### config.mk
export PLATFORM = sky130hd
export DESIGN_NAME = nfea_cell
export DESIGN_NICKNAME = d
export VERILOG_FILES = /design/src/nfea_pkg.sv /design/src/nfea_cell.sv
export SDC_FILE = /design/constraint.sdc
export NUM_CORES = 1
export LEC_CHECK = 0
export ABC_AREA = 1
export BUFFER_PORTS_ARGS = -buffer_cell sky130_fd_sc_hd__buf_4
export CAP_MARGIN = 5
export CORE_ASPECT_RATIO = 0.75
export CORE_UTILIZATION = 45
export CTS_CLUSTER_DIAMETER = 100
export DETAILED_ROUTE_END_ITERATION = 10
export PLACE_DENSITY = 0.89
export SYNTH_ARGS = -nofsm -noshare
export SYNTH_HDL_FRONTEND = slang
export SYNTH_SLANG_ARGS = --single-unit
### constraint.sdc
create_clock -name clk -period 2.8 [get_ports clk]
set_input_delay 0.42 -clock clk [delete_from_list [all_inputs] [get_ports clk]]
set_output_delay 0.42 -clock clk [all_outputs]
set_load 0.01 [all_outputs]
### src/nfea_pkg.sv
// shared types and constants for the next fit extent allocator
package nfea_pkg;
  localparam int MAX_EXTENTS = 64;
  localparam int ADDR_BITS = 16;
  localparam int LEN_BITS = ADDR_BITS + 1;
  localparam int IDX_BITS = $clog2(MAX_EXTENTS);
  localparam int CNT_BITS = $clog2(MAX_EXTENTS + 1);

  localparam logic [1:0] STATUS_OK = 2'd0;
  localparam logic [1:0] STATUS_NO_FIT = 2'd1;
  localparam logic [1:0] STATUS_FULL = 2'd2;

  localparam logic REQ_ALLOC = 1'b0;
  localparam logic REQ_FREE = 1'b1;

  localparam logic [0:0] REG_POOL_BASE = 1'd0;
  localparam logic [0:0] REG_POOL_SIZE = 1'd1;

  typedef enum logic [2:0] {
    ST_IDLE,
    ST_EVAL,
    ST_UPDATE,
    ST_SHIFT,
    ST_DONE
  } state_t;

  // table operation broadcast to every cell
  typedef enum logic [2:0] {
    OP_NONE,
    OP_INIT,
    OP_WRITE,
    OP_REMOVE,
    OP_INSERT
  } cell_op_t;

  typedef struct packed {
    cell_op_t             op;
    logic [IDX_BITS-1:0]  idx;
    logic [ADDR_BITS-1:0] start;
    logic [LEN_BITS-1:0]  length;
  } cell_cmd_t;
endpackage

### src/nfea_cell.sv
// one table entry: holds an extent and shifts with its neighbors
module nfea_cell (
  input  logic                                  clk,
  input  logic                                  rst,
  input  logic [nfea_pkg::IDX_BITS-1:0]         my_idx,
  input  nfea_pkg::cell_cmd_t                   cmd,
  input  logic [nfea_pkg::ADDR_BITS-1:0]        left_start,
  input  logic [nfea_pkg::LEN_BITS-1:0]         left_length,
  input  logic [nfea_pkg::ADDR_BITS-1:0]        right_start,
  input  logic [nfea_pkg::LEN_BITS-1:0]         right_length,
  output logic [nfea_pkg::ADDR_BITS-1:0]        start,
  output logic [nfea_pkg::LEN_BITS-1:0]         length
);
  logic [nfea_pkg::ADDR_BITS-1:0] start_next;
  logic [nfea_pkg::LEN_BITS-1:0]  length_next;

  // entry update per broadcast op
  always_comb begin
    start_next = start;
    length_next = length;
    case (cmd.op)
      nfea_pkg::OP_INIT: begin
        start_next = (my_idx == '0) ? cmd.start : '0;
        length_next = (my_idx == '0) ? cmd.length : '0;
      end
      nfea_pkg::OP_WRITE: begin
        if (my_idx == cmd.idx) begin
          start_next = cmd.start;
          length_next = cmd.length;
        end
      end
      nfea_pkg::OP_REMOVE: begin
        if (my_idx >= cmd.idx) begin
          start_next = right_start;
          length_next = right_length;
        end
      end
      nfea_pkg::OP_INSERT: begin
        if (my_idx == cmd.idx) begin
          start_next = cmd.start;
          length_next = cmd.length;
        end else if (my_idx > cmd.idx) begin
          start_next = left_start;
          length_next = left_length;
        end
      end
      default: ;
    endcase
  end

  always_ff @(posedge clk) begin
    if (rst) begin
      start <= '0;
      length <= '0;
    end else begin
      start <= start_next;
      length <= length_next;
    end
  end
endmodule

==> impl_summary.md <==
Worst setup path
The required time of the critical path is 2.98 ns. The data arrival time of the critical path is 2.05 ns. In this run the worst path has a maximum fanout of 66. The setup slack of the most critical reg-to-reg path is 2.11 ns. The kind of launch point of the worst setup path is an input port.

The critical path contains buffers and inverters numbering 2 combined. The startpoint identified for the worst register-to-register timing path is length[14]. The capture instance of the worst register-to-register path is length[14]. The critical path is of the in2reg type. The logic depth of the worst register-to-register path is 4. The cell with the most instances on the worst path is nand2_1. Walking the worst path, the cells encountered are buf_4 -> ha_1 -> nand2_1 -> nor2_4 -> nand2_2 -> nand2_1 -> nor2_1 -> nand2_1 -> nand2_2 -> buf_12 -> nand2_1 -> nand2_1 -> nor2_1. The delay of the slowest critical-path stage is 0.30 ns. On the critical path, the stage with the largest delay is an instance of ha_1.

Among cell families on the critical path, the largest total delay comes from simple AND/OR/NAND/NOR gates. STA classifies the critical path endpoint as a flop.

Synth
The share of the Yosys chip area taken by registers is 0.204. By area, the combinational part of the netlist is dominated by simple AND/OR/NAND/NOR gates. The number of different library cells in the post-synthesis netlist is 18. Counting every instance in the synthesized netlist gives 648. The multiplexer area fraction after synthesis is 0. Synthesis inferred 33 register bits. The share of synthesized cell area in full adder, half adder and majority cells is 0.0232. The number of nets produced by synthesis is 770.

Dividing the synthesized area by the synthesized cell count gives 5.00 µm². The Yosys warning count is 0. Of the total synthesized cell area, the portion taken by XOR and XNOR cells is 0. The complex-gate fraction of the synthesized area is 0.0556.

The summed instance area of the synthesized netlist is 3240 µm². The fraction of the mapped netlist area in simple logic gates is 0.497.

STA
The final count of pins violating max slew was 0. The smallest clock period supported by the final layout is computed as 1.87 ns. The final cycle utilization of the critical path is 0.668. Final hold analysis gives a worst-case slack of 0.498 ns. At the pin with the least slew margin, the transition time is 0.460 ns. The top achievable clock speed is 535 MHz. Headroom to the max-slew limit came out at 0.693. The final hold violation count is 0. Between clock sinks in the finished design, the worst skew comes to 0 ns.

After routing, the total negative slack on setup checks comes to 0 ns. Setup violations remaining at the end of the flow were counted as 0. Setup repair after global routing left no endpoint under its margin.

Drt
The via count normalized by instance count is 4.79. The detailed router finished its first iteration with 227 violations. Once detail routing completed, the nets flagged for antenna violations numbered 0. The post-detailed-route DRC marker count is 0.

The total wire length after detailed routing is 10.0 mm. Detailed routing inserted a total of 4213 vias. The first detailed-routing pass ran for 7 iterations.

The wire length per cell after detailed routing is 11.4 µm.

Global routing
The wire length of the first global-routing pass is 16.1 mm. The overflow left after global routing is 0. Entering global routing, the biggest net connects 67 pins.

The total routing resource utilization after global routing is 0.262. The number of global-route vias before repair is 3761. The initial antenna violation count is 0.

Pwr
The worst-case vdd ir drop is 0.000290 V. The fraction of power consumed by the clock network is 0.291. For this design the static power due to leakage is 2.81 nW.

Cell internal power was estimated by the tool at 1.08 mW. The register share of total power is 0.341. The switching component of the power is 0.519 mW.

Power spread over the standard cell area amounts to 353 nW/µm². The share of total power consumed by net switching is 0.324. Of the total power, combinational logic draws 0.368.

The design draws 1.60 mW.

Die
The number of primary I/O pins is 149. The floorplan die area is 7550 µm². The floorplan has 26 rows. The die width is 100 µm. The core area is 6900 µm².

The initial standard-cell utilization of the core is 0.470. The floorplan step set the die height to 75.5 µm.

Clocking
The clock transition at the registers of the reported paths is 0.07 ns. Counting along the longest clock path gives a buffer depth of 2. The root buffer cell is clkbuf_8. The later-pin clock latency in the skew report is 0.28 ns. The CTS tree is yes. In this run the number of H-tree levels came out at 2. The total CTS buffers is 5. The clock drives 33 sinks. In this run, post-CTS repair resized a total of 0 instances. The post-CTS setup buffer count is 0. The cts-stage hold buffer count is 0.

Finish
Leaving out fill and tap cells, the most frequent cells in the layout are 158 x buf_4, 148 x nand2_1, 146 x inv_1. In the final design database the tool counted 902 nets. From synthesis to final layout, the design area changed by 39.9%. 0 antenna diodes ended up in the layout.

The fraction of layout instances using a drive strength above 1 is 0.223. The most common cell after layout, fill and taps aside is buf_4. Excluding fillers, the count of instances in the completed layout stands at 879.

Placed design
The HPWL after detailed placement is 7.32 mm. The final weighted congestion of routability-driven global placement is 0.848. The cell count after placement is 871. The total of buffers placed on input and output ports is 148.

Hold path
The tightest min-delay check is of the in2reg type. The source of the worst hold timing path is cmd[19]. The path with the worst hold slack has its endpoint at start[2]. Counting instances, the worst hold path has a depth of 5.

Outcome
The run finished with clean final reports.

Run
The tool flagged a number of max-cap violations equal to 0.
-- synth_stat cells, drive strengths merged --
cell    number  share of area
a21oi       35          0.054
buf         14          0.025
o21ai        1         0.0015
nand3      101           0.16
ha           6          0.023
inv        148           0.17
clkbuf      20          0.023
dfxtp       33           0.20
nor2       140           0.17
nand2      150           0.17
-- worst reg2reg max path: cells and delay by family, from the launching register on --
family	cells	cell delay [ns]
flops	1	0.36
simple gates	3	0.21
buf+inv	1	0.05
-- worst max path at each step --
stage | startpoint | end | depth (start not counted)
6_report | my_idx[5] | start[14] | 13
5_1_grt | my_idx[5] | length[8] | 13
4_1_cts | my_idx[2] | start[14] | 13
3_5_place_dp | my_idx[5] | start[14] | 13
3_3_place_gp | my_idx[3] | length[3] | 13
2_1_floorplan | cmd[36] | length[0] | 13
-- final cells by class --
class	instances	area, µm²
Timing Repair Buffer	159	1210
Fill cell	667	2360
Inverter	148	556
Multi-Input combinational cell	433	1870
Sequential cell	33	661
Tap cell	98	123
Clock buffer	7	86.3
Clock inverter	1	30.0
-- sequential cells by signal (all words and copies together), names as in the netlist --
| signal | cells |
|---|---|
| length | 17 |
| start | 16 |
-- logic make-up (layout without fill, tap and decap cells) --
logic type                 count (synthesis)  after routing
AOI/OAI and AO/OA                         36             36
adders and majority gates                  6              6
buffers and inverters                    182            315
DFF                                       33             33
and+or+nand+nor                          391            391
-- power groups by stage --
stage / Combinational (mW) / Sequential, mW / Clock (mW)
finish: 0.590 / 0.547 / 0.466
global route: 0.660 / 0.552 / 0.496
CTS: 0.589 / 0.547 / 0.472
detailed placement: 0.587 / 0.556 / 0
global placement: 0.567 / 0.556 / 0
floorplan: 0.295 / 0.573 / 0
-- per-stage QoR --
| step | setup slack, ns | area (µm²) | util |
|---|---|---|---|
| floorplan | 0.950 | 3240 | - |
| detailed placement | 0.642 | 4420 | 0.640 |
| global placement | 0.696 | 4420 | 0.640 |
| global route | 0.732 | 4530 | 0.657 |
| CTS | 0.950 | 4530 | 0.657 |
| finish | 0.929 | 4530 | 0.657 |
-- layer usage --
metal  GRT usage  share of wire  wire length (µm)  up-vias
met2       0.469           0.47              4670      198
met5           0              0                 0        -
met4      0.0660          0.018               177        0
met3      0.0505          0.086               856       18
met1       0.330           0.43              4300     1827
li1            -              -                 -     2170
Note: power is estimated with default switching activity, not from simulation.
